### config.mk
export PLATFORM = sky130hd
export DESIGN_NAME = command_completion_tracker
export DESIGN_NICKNAME = d
export VERILOG_FILES = /design/src/rtl/ctt_pkg.sv /design/src/rtl/ctt_cfg.sv /design/src/rtl/ctt_in_stage.sv /design/src/rtl/ctt_core.sv /design/src/rtl/command_completion_tracker.sv
export SDC_FILE = /design/constraint.sdc
export NUM_CORES = 1
export LEC_CHECK = 0
export BUFFER_PORTS_ARGS = -buffer_cell sky130_fd_sc_hd__buf_2
export CAP_MARGIN = 20
export CORE_ASPECT_RATIO = 1.1
export CORE_UTILIZATION = 45
export CTS_CLUSTER_SIZE = 40
export DETAILED_ROUTE_END_ITERATION = 16
export SYNTH_ARGS = -nofsm -noshare
export SYNTH_HDL_FRONTEND = slang
export SYNTH_HIERARCHICAL = 1
export SYNTH_SLANG_ARGS = --single-unit
### constraint.sdc
create_clock -name clk -period 7.7 [get_ports clk]
set_input_delay 0.77 -clock clk [delete_from_list [all_inputs] [get_ports clk]]
set_output_delay 0.77 -clock clk [all_outputs]
set_load 0.01 [all_outputs]
### src/rtl/ctt_pkg.sv
// Shared types, codes and field layouts for the command completion tracker.
package ctt_pkg;

  // Field widths
  localparam int unsigned ID_BITS   = 16;
  localparam int unsigned TIME_BITS = 32;
  localparam int unsigned CODE_BITS = 8;
  localparam int unsigned CMD_BITS  = 2;
  localparam int unsigned CFG_IDX_BITS = 2;

  // Packed stream widths (rounded up to whole bytes)
  localparam int unsigned IN_DATA_BITS  = 80;
  localparam int unsigned OUT_DATA_BITS = 56;

  // Command codes
  localparam logic [CMD_BITS-1:0] CMD_TICK    = 2'd0;
  localparam logic [CMD_BITS-1:0] CMD_FORWARD = 2'd1;
  localparam logic [CMD_BITS-1:0] CMD_ROTATE  = 2'd2;

  // Register indexes
  localparam logic [CFG_IDX_BITS-1:0] REG_FORWARD_CODE    = 2'd0;
  localparam logic [CFG_IDX_BITS-1:0] REG_ROTATE_CODE     = 2'd1;
  localparam logic [CFG_IDX_BITS-1:0] REG_START_TIMEOUT   = 2'd2;
  localparam logic [CFG_IDX_BITS-1:0] REG_SILENCE_TIMEOUT = 2'd3;

  // Register reset values
  localparam logic [CODE_BITS-1:0] FORWARD_CODE_RST    = 8'd0;
  localparam logic [CODE_BITS-1:0] ROTATE_CODE_RST     = 8'd1;
  localparam logic [TIME_BITS-1:0] START_TIMEOUT_RST   = 32'd3000;
  localparam logic [TIME_BITS-1:0] SILENCE_TIMEOUT_RST = 32'd5000;

  // Status codes from the controller
  localparam logic [CODE_BITS-1:0] EXEC_COMPLETE = 8'd3;
  localparam logic [CODE_BITS-1:0] FAIL_NONE     = 8'd0;

  // Configuration set
  typedef struct packed {
    logic [CODE_BITS-1:0] forward_code;
    logic [CODE_BITS-1:0] rotate_code;
    logic [TIME_BITS-1:0] start_timeout;
    logic [TIME_BITS-1:0] silence_timeout;
  } cfg_t;

  // One input item
  typedef struct packed {
    logic [CMD_BITS-1:0]  command;
    logic [TIME_BITS-1:0] now_time;
    logic                 status_valid;
    logic [ID_BITS-1:0]   status_id;
    logic [CODE_BITS-1:0] status_primitive;
    logic [CODE_BITS-1:0] status_exec;
    logic [CODE_BITS-1:0] status_failure;
  } item_t;

  // Tracking state
  typedef struct packed {
    logic                 waiting;
    logic                 running;
    logic                 complete;
    logic                 success;
    logic                 timeout;
    logic                 expect_rotate;
    logic [TIME_BITS-1:0] sent_at;
    logic [ID_BITS-1:0]   baseline_id;
    logic [ID_BITS-1:0]   tracked;
    logic [TIME_BITS-1:0] start_seen_at;
    logic [TIME_BITS-1:0] last_status_at;
  } track_t;

endpackage

### src/rtl/ctt_cfg.sv
// Configuration register bank of the command completion tracker.
module ctt_cfg
  import ctt_pkg::*;
(
  input  logic                    clk,
  input  logic                    rst,
  input  logic                    cfg_valid,
  input  logic [CFG_IDX_BITS-1:0] cfg_index,
  input  logic [TIME_BITS-1:0]    cfg_data,
  output cfg_t                    cfg
);

  // Register writes, one per transaction
  always_ff @(posedge clk) begin
    if (rst) begin
      cfg.forward_code    <= FORWARD_CODE_RST;
      cfg.rotate_code     <= ROTATE_CODE_RST;
      cfg.start_timeout   <= START_TIMEOUT_RST;
      cfg.silence_timeout <= SILENCE_TIMEOUT_RST;
    end else if (cfg_valid) begin
      case (cfg_index)
        REG_FORWARD_CODE:    cfg.forward_code    <= cfg_data[CODE_BITS-1:0];
        REG_ROTATE_CODE:     cfg.rotate_code     <= cfg_data[CODE_BITS-1:0];
        REG_START_TIMEOUT:   cfg.start_timeout   <= cfg_data;
        REG_SILENCE_TIMEOUT: cfg.silence_timeout <= cfg_data;
        default: ;
      endcase
    end
  end

endmodule

### src/rtl/ctt_in_stage.sv
// Input register stage: unpacks and holds one input transaction.
module ctt_in_stage
  import ctt_pkg::*;
(
  input  logic                    clk,
  input  logic                    rst,
  input  logic                    s_tvalid,
  output logic                    s_tready,
  input  logic [IN_DATA_BITS-1:0] s_tdata,
  input  logic [CMD_BITS-1:0]     s_tuser,
  input  logic                    advance,
  output logic                    item_valid,
  output item_t                   item
);

  assign s_tready = !item_valid || advance;

  // Occupancy flag
  always_ff @(posedge clk) begin
    if (rst) begin
      item_valid <= 1'b0;
    end else if (s_tready) begin
      item_valid <= s_tvalid;
    end
  end

  // Payload capture
  always_ff @(posedge clk) begin
    if (s_tvalid && s_tready) begin
      item.command          <= s_tuser;
      item.now_time         <= s_tdata[31:0];
      item.status_valid     <= s_tdata[32];
      item.status_id        <= s_tdata[48:33];
      item.status_primitive <= s_tdata[56:49];
      item.status_exec      <= s_tdata[64:57];
      item.status_failure   <= s_tdata[72:65];
    end
  end

endmodule

### src/rtl/ctt_core.sv
// Tracking state update and result register.
module ctt_core
  import ctt_pkg::*;
(
  input  logic                     clk,
  input  logic                     rst,
  input  cfg_t                     cfg,
  input  logic                     item_valid,
  input  item_t                    item,
  output logic                     advance,
  output logic                     m_tvalid,
  input  logic                     m_tready,
  output logic [OUT_DATA_BITS-1:0] m_tdata
);

  track_t               st;
  track_t               st_next;
  logic [CODE_BITS-1:0] want;
  logic                 prim_ok;
  logic [TIME_BITS-1:0] ref_time;
  logic [TIME_BITS-1:0] limit;
  logic [TIME_BITS-1:0] elapsed;
  logic                 expired;
  logic                 is_send;

  assign advance = item_valid && (!m_tvalid || m_tready);

  // Elapsed-time check: start timeout before tracking, silence timeout after
  assign ref_time = (st.tracked == '0) ? st.sent_at : st.last_status_at;
  assign limit    = (st.tracked == '0) ? cfg.start_timeout : cfg.silence_timeout;
  assign elapsed  = item.now_time - ref_time;
  assign expired  = elapsed >= limit;

  assign want    = st.expect_rotate ? cfg.rotate_code : cfg.forward_code;
  assign prim_ok = item.status_valid && (item.status_id != '0)
                   && (item.status_primitive == want);
  assign is_send = (item.command == CMD_FORWARD) || (item.command == CMD_ROTATE);

  // Next tracking state for the held transaction
  always_comb begin
    st_next = st;
    if (is_send) begin
      st_next               = '0;
      st_next.waiting       = 1'b1;
      st_next.expect_rotate = (item.command == CMD_ROTATE);
      st_next.sent_at       = item.now_time;
      st_next.baseline_id   = item.status_valid ? item.status_id : '0;
    end else if (st.waiting || st.running) begin
      if ((st.tracked == '0) ? (prim_ok && item.status_id != st.baseline_id)
                             : (prim_ok && item.status_id == st.tracked)) begin
        // Matching status: start, keep alive or complete
        if (st.tracked == '0) begin
          st_next.tracked       = item.status_id;
          st_next.start_seen_at = item.now_time;
        end
        st_next.last_status_at = item.now_time;
        st_next.waiting        = 1'b0;
        if (item.status_exec == EXEC_COMPLETE) begin
          st_next.running  = 1'b0;
          st_next.complete = 1'b1;
          st_next.success  = (item.status_failure == FAIL_NONE);
          st_next.timeout  = 1'b0;
        end else begin
          st_next.running = 1'b1;
        end
      end else if (expired) begin
        st_next.waiting  = 1'b0;
        st_next.running  = 1'b0;
        st_next.complete = 1'b1;
        st_next.success  = 1'b0;
        st_next.timeout  = 1'b1;
      end else if (st.tracked != '0) begin
        st_next.waiting = 1'b0;
        st_next.running = 1'b1;
      end
    end
  end

  // State registers
  always_ff @(posedge clk) begin
    if (rst) begin
      st <= '0;
    end else if (advance) begin
      st <= st_next;
    end
  end

  // Result register
  always_ff @(posedge clk) begin
    if (rst) begin
      m_tvalid <= 1'b0;
    end else if (!m_tvalid || m_tready) begin
      m_tvalid <= item_valid;
    end
  end

  always_ff @(posedge clk) begin
    if (advance) begin
      m_tdata <= {3'b000, st_next.start_seen_at, st_next.tracked, st_next.timeout,
                  st_next.complete && st_next.success, st_next.complete,
                  st_next.running, st_next.waiting || st_next.running};
    end
  end

endmodule

### src/rtl/command_completion_tracker.sv
// Top level of the command completion tracker.
//
// Follows one motion command sent to a motion controller. Input transactions
// arrive on the s_ stream: s_tuser carries the command (tick, drive forward
// sent, rotate sent) and s_tdata the time and the controller status. Every
// input transaction yields exactly one result transaction on the m_ stream
// with the busy/running/done/success/timeout flags, the tracked id and the
// time the start was seen.
// Registers (primitive codes and the two timeouts) are written through the
// cfg_ channel, which is always ready; write them only while the block holds
// no transaction.
// Between input and result lie the input register, then the state update and
// result register. Throughput is one transaction per cycle while m_tready is
// high, set by the state update loop (one subtract and compare).
// When m_tready is low the result register holds and the input register
// still takes one more transaction, if it is empty, before s_tready drops.
// Reset clears all tracking state and reloads the register defaults.
module command_completion_tracker
  import ctt_pkg::*;
(
  input  logic                     clk,
  input  logic                     rst,
  input  logic                     s_tvalid,
  output logic                     s_tready,
  // now_time[31:0], status_valid[32], status_id[48:33],
  // status_primitive[56:49], status_exec[64:57], status_failure[72:65]
  input  logic [IN_DATA_BITS-1:0]  s_tdata,
  // command[1:0]
  input  logic [CMD_BITS-1:0]      s_tuser,
  output logic                     m_tvalid,
  input  logic                     m_tready,
  // busy_res[0], running_now[1], done_res[2], succeeded[3],
  // timed_out_flag[4], tracked_id[20:5], start_time[52:21]
  output logic [OUT_DATA_BITS-1:0] m_tdata,
  input  logic                     cfg_valid,
  output logic                     cfg_ready,
  input  logic [CFG_IDX_BITS-1:0]  cfg_index,
  input  logic [TIME_BITS-1:0]     cfg_data
);

  cfg_t  cfg;
  item_t item;
  logic  item_valid;
  logic  advance;

  assign cfg_ready = 1'b1;

  ctt_cfg u_cfg (
    .clk       (clk),
    .rst       (rst),
    .cfg_valid (cfg_valid),
    .cfg_index (cfg_index),
    .cfg_data  (cfg_data),
    .cfg       (cfg)
  );

  ctt_in_stage u_in (
    .clk        (clk),
    .rst        (rst),
    .s_tvalid   (s_tvalid),
    .s_tready   (s_tready),
    .s_tdata    (s_tdata),
    .s_tuser    (s_tuser),
    .advance    (advance),
    .item_valid (item_valid),
    .item       (item)
  );

  ctt_core u_core (
    .clk        (clk),
    .rst        (rst),
    .cfg        (cfg),
    .item_valid (item_valid),
    .item       (item),
    .advance    (advance),
    .m_tvalid   (m_tvalid),
    .m_tready   (m_tready),
    .m_tdata    (m_tdata)
  );

endmodule

==> tab_implementation.tex, run 1 <==
\begin{tabular}{lr}
\hline
Metric & Value \\
\hline
\multicolumn{2}{l}{\textbf{Min path}} \\
\quad WHS Path Cells & 1 \\
\quad Kind of path behind the tightest hold check & in2reg \\
\multicolumn{2}{l}{\textbf{Route}} \\
\quad DRC marker count from the first detailed-route iteration & 826 \\
\quad Post-DR vias/cell & 5.31 \\
\quad Detailed-route via count & 11800 \\
\quad Post-route DRC violation count & 0 \\
\quad Routed wire per std cell & 16.5 um \\
\quad Antenna viol nets, final & 0 \\
\quad Detailed-routing iteration count for the pre-antenna-repair pass & 5 \\
\quad Final WL & 36700 um \\
\multicolumn{2}{l}{\textbf{Clock tree}} \\
\quad Clock Path Buffers & 3 \\
\quad Num Clock Sinks & 344 \\
\quad Later-pin clock latency in the skew report & 0.53 ns \\
\quad Total CTS buffers & 38 \\
\quad Resized cells post-CTS & 0 \\
\quad Register clock-pin slew on the reported worst setup and hold paths & 0.06 ns \\
\quad CTS Hold Bufs & 0 \\
\quad Number of setup buffers added after CTS & 0 \\
\quad CTS Root Buffer Type & clkbuf\_16 \\
\quad \# H-tree levels & 2 \\
\quad TritonCTS clock tree & built \\
\multicolumn{2}{l}{\textbf{Power and ir drop}} \\
\quad Power per cell area & 235 nW/um\^{}2 \\
\quad Largest vdd supply drop & 116 uV \\
\quad Static leakage & 7.20 nW \\
\multicolumn{2}{l}{\textbf{Synthesis}} \\
\quad Share of async-settable or async-resettable flops after synthesis & 0\% \\
\quad Prevailing post-synth register cell & dfxtp\_1 \\
\quad Count of mapped cells out of synthesis & 1602 \\
\quad Total of flip-flops plus latches after synthesis & 344 \\
\quad Yosys cell types & 66 \\
\quad Register area share after synthesis & 50.2\% \\
\quad Post-synthesis cell area & 16300 sq um \\
\quad Average cell area after synthesis & 10.1 sq um \\
\quad Number of enable flip-flop cells after synthesis & 128 \\
\quad Number of warnings reported in the yosys synthesis log & 6 \\
\multicolumn{2}{l}{\textbf{Global routing}} \\
\quad Total track usage & 20.0\% \\
\quad Wire length of the first global-routing pass & 59400 um \\
\quad Maximum number of pins on one net before global-route repair & 109 \\
\quad Antenna violations before repair & 1 \\
\quad Vias in the first global route & 11300 \\
\quad Total overflow reported by the global router & 0 \\
\multicolumn{2}{l}{\textbf{Timing}} \\
\quad Min Tclk post-route & 6.92 ns \\
\quad RSZ-0062 raised after global routing & false \\
\quad Hold Vio Cnt, Final & 0 \\
\quad Least-Margin Pin Slew & 1.06 ns \\
\quad Period utilization & 89.8\% \\
\quad Remaining max-slew budget at the tightest pin & 29.3\% \\
\quad Final setup vio count & 0 \\
\quad Highest Clock Rate & 0.145 GHz \\
\quad Worst hold slack & 0.410 ns \\
\quad Final worst setup slack & 0.782 ns \\
\quad Setup total negative slack & 0 ns \\
\quad Max Clock Skew & 0.0245 ns \\
\quad Final count of pins violating max slew & 0 \\
\multicolumn{2}{l}{\textbf{Worst setup path}} \\
\quad Worst flop-to-flop path startpoint & u\_core/st[79] \\
\quad Critical path type & reg2reg \\
\quad Worst reg2reg setup slack & 0.78 ns \\
\quad Critical path capture point & u\_core/m\_tdata[2] \\
\quad Sort of element at the end of the critical path & flip-flop \\
\quad Worst reg2reg endpoint & u\_core/m\_tdata[2] \\
\quad Logic depth of the worst register-to-register path & 25 \\
\quad Element type at the critical path start & flip-flop \\
\quad Startpoint of the most critical setup path & u\_core/st[79] \\
\quad CP Max Fanout & 24 \\
\quad Worst EP required & 7.96 ns \\
\quad Worst endpoint data arrival time & 7.18 ns \\
\multicolumn{2}{l}{\textbf{Floorplanning}} \\
\quad DIE WIDTH & 183 um \\
\quad Placeable core region & 35400 sq um \\
\quad Rows & 72 \\
\quad Top-level I/O count & 180 \\
\quad Vertical extent of the die & 201 um \\
\quad Overall die area & 36900 sq um \\
\quad Initial Util & 45.9\% \\
\multicolumn{2}{l}{\textbf{Final layout}} \\
\quad Proportion of layout cells with a drive suffix above 1 & 15.1\% \\
\quad Fin nets & 1905 \\
\quad Count of inserted antenna diode cells & 0 \\
\quad Area grow syn2layout & 15.1\% \\
\multicolumn{2}{l}{\textbf{Status}} \\
\quad Result of the run & finished, final reports clean \\
\multicolumn{2}{l}{\textbf{Placed design}} \\
\quad Detailed placer's ending HPWL & 24700 um \\
\quad Last weighted congestion value of the routability-driven placer & 0.881 \\
\quad Count of input and output buffers & 168 \\
\quad Setup slack at placement & 0.790 ns \\
\multicolumn{2}{l}{\textbf{Flow run}} \\
\quad Max-cap viol count & 0 \\
\hline
\end{tabular}
[per-layer routing]
metal	part of all wire, %	vias up	routed length (um)	track usage (%)
met5	0	-	0	0
met4	2.0	0	720	5.71
met3	4.6	52	1670	2.79
met2	45	315	16400	31.1
met1	49	5556	17900	29.0
li1	-	5892	-	-
[cell type report]
type / count / area [sq um]
Clock buffer: 54 / 1120
Fill cell: 3196 / 16700
Timing Repair Buffer: 183 / 960
Inverter: 19 / 71.3
Clock inverter: 13 / 181
Sequential cell: 344 / 8170
Tap cell: 481 / 602
Multi-Input combinational cell: 1133 / 7600
[logic make-up (layout without fill, tap and decap cells)]
logic type                 after synthesis  count (layout)  synth area share [%]
AOI/OAI and AO/OA                      278             278                  10.5
xor gates and xnor gates                65              65                  3.50
adders and majority gates               65              65                  5.05
buffers and inverters                  127             269                  3.39
DFF                                    344             344                  50.2
muxes                                  184             184                  11.4
other                                    2               4                0.0462
and+or+nand+nor                        537             537                  15.9
[layout by cell type (no fill, tap or decap), types with 10 or more instances in the layout]
cell and count:
xor2_1 33, nand2_1 159, edfxtp_1 128, nand2b_1 104, buf_2 167, nor2_1 138
a21oi_1 140, a22oi_1 47, dfxtp_1 216, ha_1 64, a21o_1 15, buf_4 15
mux2i_1 182, xnor2_1 32, nand3_1 59, inv_1 17, a31oi_1 11, clkbuf_16 41
nand4_1 10, nor4_1 18, o21ai_0 20
[registers in the layout (all words and copies together) (netlist names)]
register and count:
u_core/m_tdata 53, u_core/st 134, u_core/m_tvalid 1, u_cfg/cfg 80, u_in/item 75, u_in/item_valid 1
[cells in the mapped netlist (4+ instances only)]
cell      number  share of area, %
a21oi_1      140               4.3
edfxtp_1     128                24
ha_1          64               4.9
a31oi_1       11              0.42
buf_2         14              0.43
o21a_1         8              0.37
nor2_1       140               3.2
nor3_1        10              0.31
nand2_1      159               3.7
buf_1          6              0.14
nand3_1       60               1.8
clkbuf_1      74               1.7
a211oi_1       5              0.23
o21ai_0       20              0.62
nand2b_1     104               4.0
a21o_1        15              0.69
dfxtp_1      216                27
nor2b_1        7              0.27
mux2i_1      182                11
and3_1         7              0.27
inv_1         17              0.39
buf_4         13              0.60
nand4_1       10              0.38
nor4_1        18              0.69
a22oi_1       47               2.2
xnor2_1       32               1.7
xor2_1        33               1.8
or2_2          4              0.15
[stage by stage]
step                cell area, sq um  utilization (%)  power (mW)  std cells
finish                         18700             52.8        4.39       2227
global route                   18700             52.8        4.58       2227
CTS                            18700             52.8        4.44       2227
detailed placement             17400             49.2        2.56       2160
global placement               17400             49.2        2.55       2160
floorplan                      16300                -        2.40       1604
[power breakdown]
group / total [mW] / internal (mW) / switching (mW)
Sequential: 2.02 / 1.96 / 0.0565
Combinational: 0.497 / 0.201 / 0.297
Clock: 1.87 / 1.15 / 0.719
Total: 4.39 / 3.32 / 1.07
[worst min path at each step]
stage                  start            end  slack [ns]
2_1_floorplan  u_core/st[10]  u_core/st[10]        0.43
3_3_place_gp   u_core/st[27]  u_core/st[27]        0.44
3_5_place_dp   u_core/st[22]  u_core/st[22]        0.44
4_1_cts          s_tdata[13]  u_in/item[54]        0.39
5_1_grt          s_tdata[13]  u_in/item[54]        0.39
6_report         s_tdata[13]  u_in/item[54]        0.41
[critical path: stages, from the launching register on]
cell	delay [ns]
dfxtp_1	0.34
nor4_1	0.53
nand4_4	0.63
buf_4	0.50
nand2_1	0.12
nand2_1	0.09
inv_1	0.06
ha_1	0.21
nor2b_1	0.14
o31a_1	0.27
o211ai_1	0.17
nand2_1	0.19
a41oi_1	0.49
a211oi_1	0.22
a31oi_1	0.36
xnor2_1	0.13
ha_1	0.33
a21o_1	0.19
a21o_1	0.17
a21oi_1	0.18
nand2_1	0.09
a211o_1	0.27
o22a_1	0.32
mux2_2	0.36
a21oi_1	0.21
nor2_1	0.06
Note: power is estimated with default switching activity, not from simulation.
==> run 2, diff against run 1 <==
Settings changed: CELL_PAD_IN_SITES_DETAIL_PLACEMENT from default to 1, CELL_PAD_IN_SITES_GLOBAL_PLACEMENT from default to 2, CORE_UTILIZATION 45 to 38, PLACE_DENSITY_LB_ADDON from default to 0.1.
Clock period 7.7 ns to 7.9 ns, I/O delays scaled along.
==> run 2 against run 1 <==
Worst hold slack improved by 0.0012 ns. Maximum frequency decreased by 1.7%. Count of clock-buffer cells in the layout decreased by 2. Critical endpoint unchanged. Largest cell class unchanged. Highest routed layer unchanged.
==> tab_implementation.tex, run 2 (same netlist as run 1, synthesis figures left out) <==
\begin{tabular}{lr}
\hline
Metric & Value \\
\hline
\multicolumn{2}{l}{\textbf{Global routing}} \\
\quad Total track usage & 20.0\% (-0.021 points) \\
\quad Wire length of the first global-routing pass & 68400 um (+15\%) \\
\quad Antenna violations before repair & 0 (-1) \\
\quad Maximum number of pins on one net before global-route repair & 99 (-9.2\%) \\
\quad Total overflow reported by the global router & 0 (unchanged) \\
\quad Vias in the first global route & 12200 (+7.9\%) \\
\multicolumn{2}{l}{\textbf{Power and ir drop}} \\
\quad Static leakage & 7.15 nW (-0.64\%) \\
\quad PnR Total Power & 4.20 mW (-4.3\%) \\
\quad Largest vdd supply drop & 109 uV (-6.1\%) \\
\quad Power per cell area & 224 nW/um\^{}2 (-4.3\%) \\
\multicolumn{2}{l}{\textbf{Timing}} \\
\quad Period utilization & 89.1\% (-0.74 points) \\
\quad Hold Vio Cnt, Final & 0 (unchanged) \\
\quad Worst hold slack & 0.411 ns (+0.00120 ns) \\
\quad Setup total negative slack & 0 ns (unchanged) \\
\quad Min Tclk post-route & 7.04 ns (+0.121 ns) \\
\quad Max Clock Skew & 0.0106 ns (-0.0139 ns) \\
\quad Remaining max-slew budget at the tightest pin & 29.5\% (+0.20 points) \\
\quad Highest Clock Rate & 0.142 GHz (-1.7\%) \\
\quad Final count of pins violating max slew & 0 (unchanged) \\
\quad Least-Margin Pin Slew & 1.06 ns (-0.00297 ns) \\
\quad RSZ-0062 raised after global routing & false \\
\quad Final setup vio count & 0 (unchanged) \\
\multicolumn{2}{l}{\textbf{Worst setup path}} \\
\quad Bufs and invs on worst path & 2 (unchanged) \\
\quad Cell with the largest stage delay on the worst path & nand4\_4 \\
\quad Element type at the critical path start & flip-flop \\
\quad Worst endpoint data arrival time & 7.31 ns (+0.13 ns) \\
\quad Sort of element at the end of the critical path & flip-flop \\
\quad Critical Path Max Stage Delay & 0.65 ns (+0.02 ns) \\
\quad Cell repeated most along the worst path & nand2\_1 \\
\quad CP Max Fanout & 31 (+29\%) \\
\quad Family of cells with the greatest summed delay on the critical path & compound AO/OA/AOI/OAI gates \\
\quad Critical path type & reg2reg \\
\quad Worst EP required & 8.18 ns (+0.22 ns) \\
\multicolumn{2}{l}{\textbf{Floorplanning}} \\
\quad Placeable core region & 42200 sq um (+19\%) \\
\quad Rows & 79 (+9.7\%) \\
\quad Overall die area & 43600 sq um (+18\%) \\
\quad Initial Util & 38.5\% (-7.4 points) \\
\quad Vertical extent of the die & 219 um (+8.7\%) \\
\quad DIE WIDTH & 199 um (+8.7\%) \\
\quad Top-level I/O count & 180 (unchanged) \\
\multicolumn{2}{l}{\textbf{Placed design}} \\
\quad Last weighted congestion value of the routability-driven placer & 0.761 (-14\%) \\
\quad Count of input and output buffers & 168 (unchanged) \\
\quad Number of cells in the design after placement & 2247 (+4.0\%) \\
\quad Detailed placer's ending HPWL & 29200 um (+18\%) \\
\multicolumn{2}{l}{\textbf{Final layout}} \\
\quad Register bank with the most flops & u\_core/st \\
\quad Area grow syn2layout & 15.1\% (about the same) \\
\quad Most common library cell in the layout ignoring fill and taps & dfxtp\_1 \\
\quad Flip-flop count of the largest register after layout & 134 (unchanged) \\
\quad Top flop regs & u\_core/st x134, u\_cfg/cfg x80, u\_in/item x75 \\
\quad Fin nets & 1907 (+0.10\%) \\
\quad Util after Layout & 44.3\% (-8.5 points) \\
\quad Proportion of layout cells with a drive suffix above 1 & 15.0\% (-0.083 points) \\
\quad Final cell count without fillers & 2316 (+4.0\%) \\
\quad Count of inserted antenna diode cells & 0 (unchanged) \\
\quad Highest-count cells in the layout ignoring fill and taps & dfxtp\_1, mux2i\_1, buf\_2, nand2\_1, a21oi\_1 \\
\multicolumn{2}{l}{\textbf{Clock tree}} \\
\quad CTS Hold Bufs & 0 (unchanged) \\
\quad Resized cells post-CTS & 0 (unchanged) \\
\quad Clock Path Buffers & 3 (unchanged) \\
\quad Number of setup buffers added after CTS & 0 (unchanged) \\
\quad TritonCTS clock tree & built \\
\quad Register clock-pin slew on the reported worst setup and hold paths & 0.06 ns (about the same) \\
\quad Total CTS buffers & 39 (+2.6\%) \\
\quad Num Clock Sinks & 344 (unchanged) \\
\quad \# H-tree levels & 2 (unchanged) \\
\quad Later-pin clock latency in the skew report & 0.55 ns (+0.02 ns) \\
\quad CTS Root Buffer Type & clkbuf\_16 \\
\multicolumn{2}{l}{\textbf{Flow run}} \\
\quad Max-cap viol count & 0 (unchanged) \\
\multicolumn{2}{l}{\textbf{Status}} \\
\quad Result of the run & finished, final reports clean \\
\multicolumn{2}{l}{\textbf{Route}} \\
\quad Antenna viol nets, final & 0 (unchanged) \\
\quad DRC marker count from the first detailed-route iteration & 530 (-36\%) \\
\quad Detailed-routing iteration count for the pre-antenna-repair pass & 5 (unchanged) \\
\quad Post-DR vias/cell & 5.21 (-1.7\%) \\
\quad Detailed-route via count & 12100 (+2.2\%) \\
\quad Routed wire per std cell & 18.7 um (+13\%) \\
\quad Final WL & 43200 um (+18\%) \\
\quad Post-route DRC violation count & 0 (unchanged) \\
\multicolumn{2}{l}{\textbf{Min path}} \\
\quad Kind of path behind the tightest hold check & in2reg \\
\hline
\end{tabular}
==> run 2: cell types whose count changed in the layout (fill, tap and decap cells not counted), sizes merged <==
cell / change
clkbuf: -2
bufinv: -3
inv: +1
clkinv: +6
buf: +1
==> run 2: metal layers <==
layer | part of all wire, % | GRT usage (%) | vias up
met5 | 0 | 0 | -
met4 | 1.6 | 4.85 | 0
met3 | 3.6 | 3.20 | 46
met2 | 44 | 30.7 | 205
met1 | 51 | 29.2 | 5923
li1 | - | - | 5903
==> run 2: power breakdown <==
part	total, mW	switching (mW)	internal (mW)
clock network	1.72	0.737	0.987
logic	0.504	0.307	0.197
registers	1.97	0.0578	1.91
==> run 2: cell type report <==
class                   instances  area [sq um]
multi-input cells            1133          7610
clock inverters                17           113
well taps                     567           709
clock buffers                  52          1070
repair buffers                184           967
fillers                      4715         23500
flip-flops and latches        344          8170
inverters                      19          71.3
==> run 2: final timing paths <==
check,slack (ns),endpoint,start,depth (start not counted)
hold reg to reg,0.45,u_core/st[30],u_core/st[30],2
hold / removal,0.41,u_in/item[26],s_tdata[35],1
setup / recovery,0.86,u_core/m_tdata[2],u_core/st[74],25
setup reg to reg,0.86,u_core/m_tdata[2],u_core/st[74],25
==> run 2: worst register-to-register path, stage by stage, from the launching register on <==
cell and delay (ns):
dfxtp_1 0.34, nor4_1 0.55, nand4_4 0.65, buf_4 0.58, nand2_1 0.14, nand2_1 0.09
inv_1 0.07, ha_1 0.21, nor2b_1 0.14, o31a_1 0.27, o211ai_1 0.16, nand2_1 0.18
a41oi_1 0.46, a211oi_1 0.22, a31oi_1 0.36, xnor2_1 0.20, ha_1 0.29, a21o_1 0.18
a21o_1 0.17, a21oi_1 0.18, nand2_1 0.09, a211o_1 0.27, o22a_1 0.32, mux2_2 0.36
a21oi_1 0.21, nor2_1 0.06
==> run 2: per-stage QoR <==
| step | area (sq um) | setup slack, ns |
|---|---|---|
| floorplan | 16300 | 2.20 |
| global placement | 17500 | 0.800 |
| detailed placement | 17500 | 0.751 |
| CTS | 18700 | 0.717 |
| global route | 18700 | 0.341 |
| finish | 18700 | 0.861 |
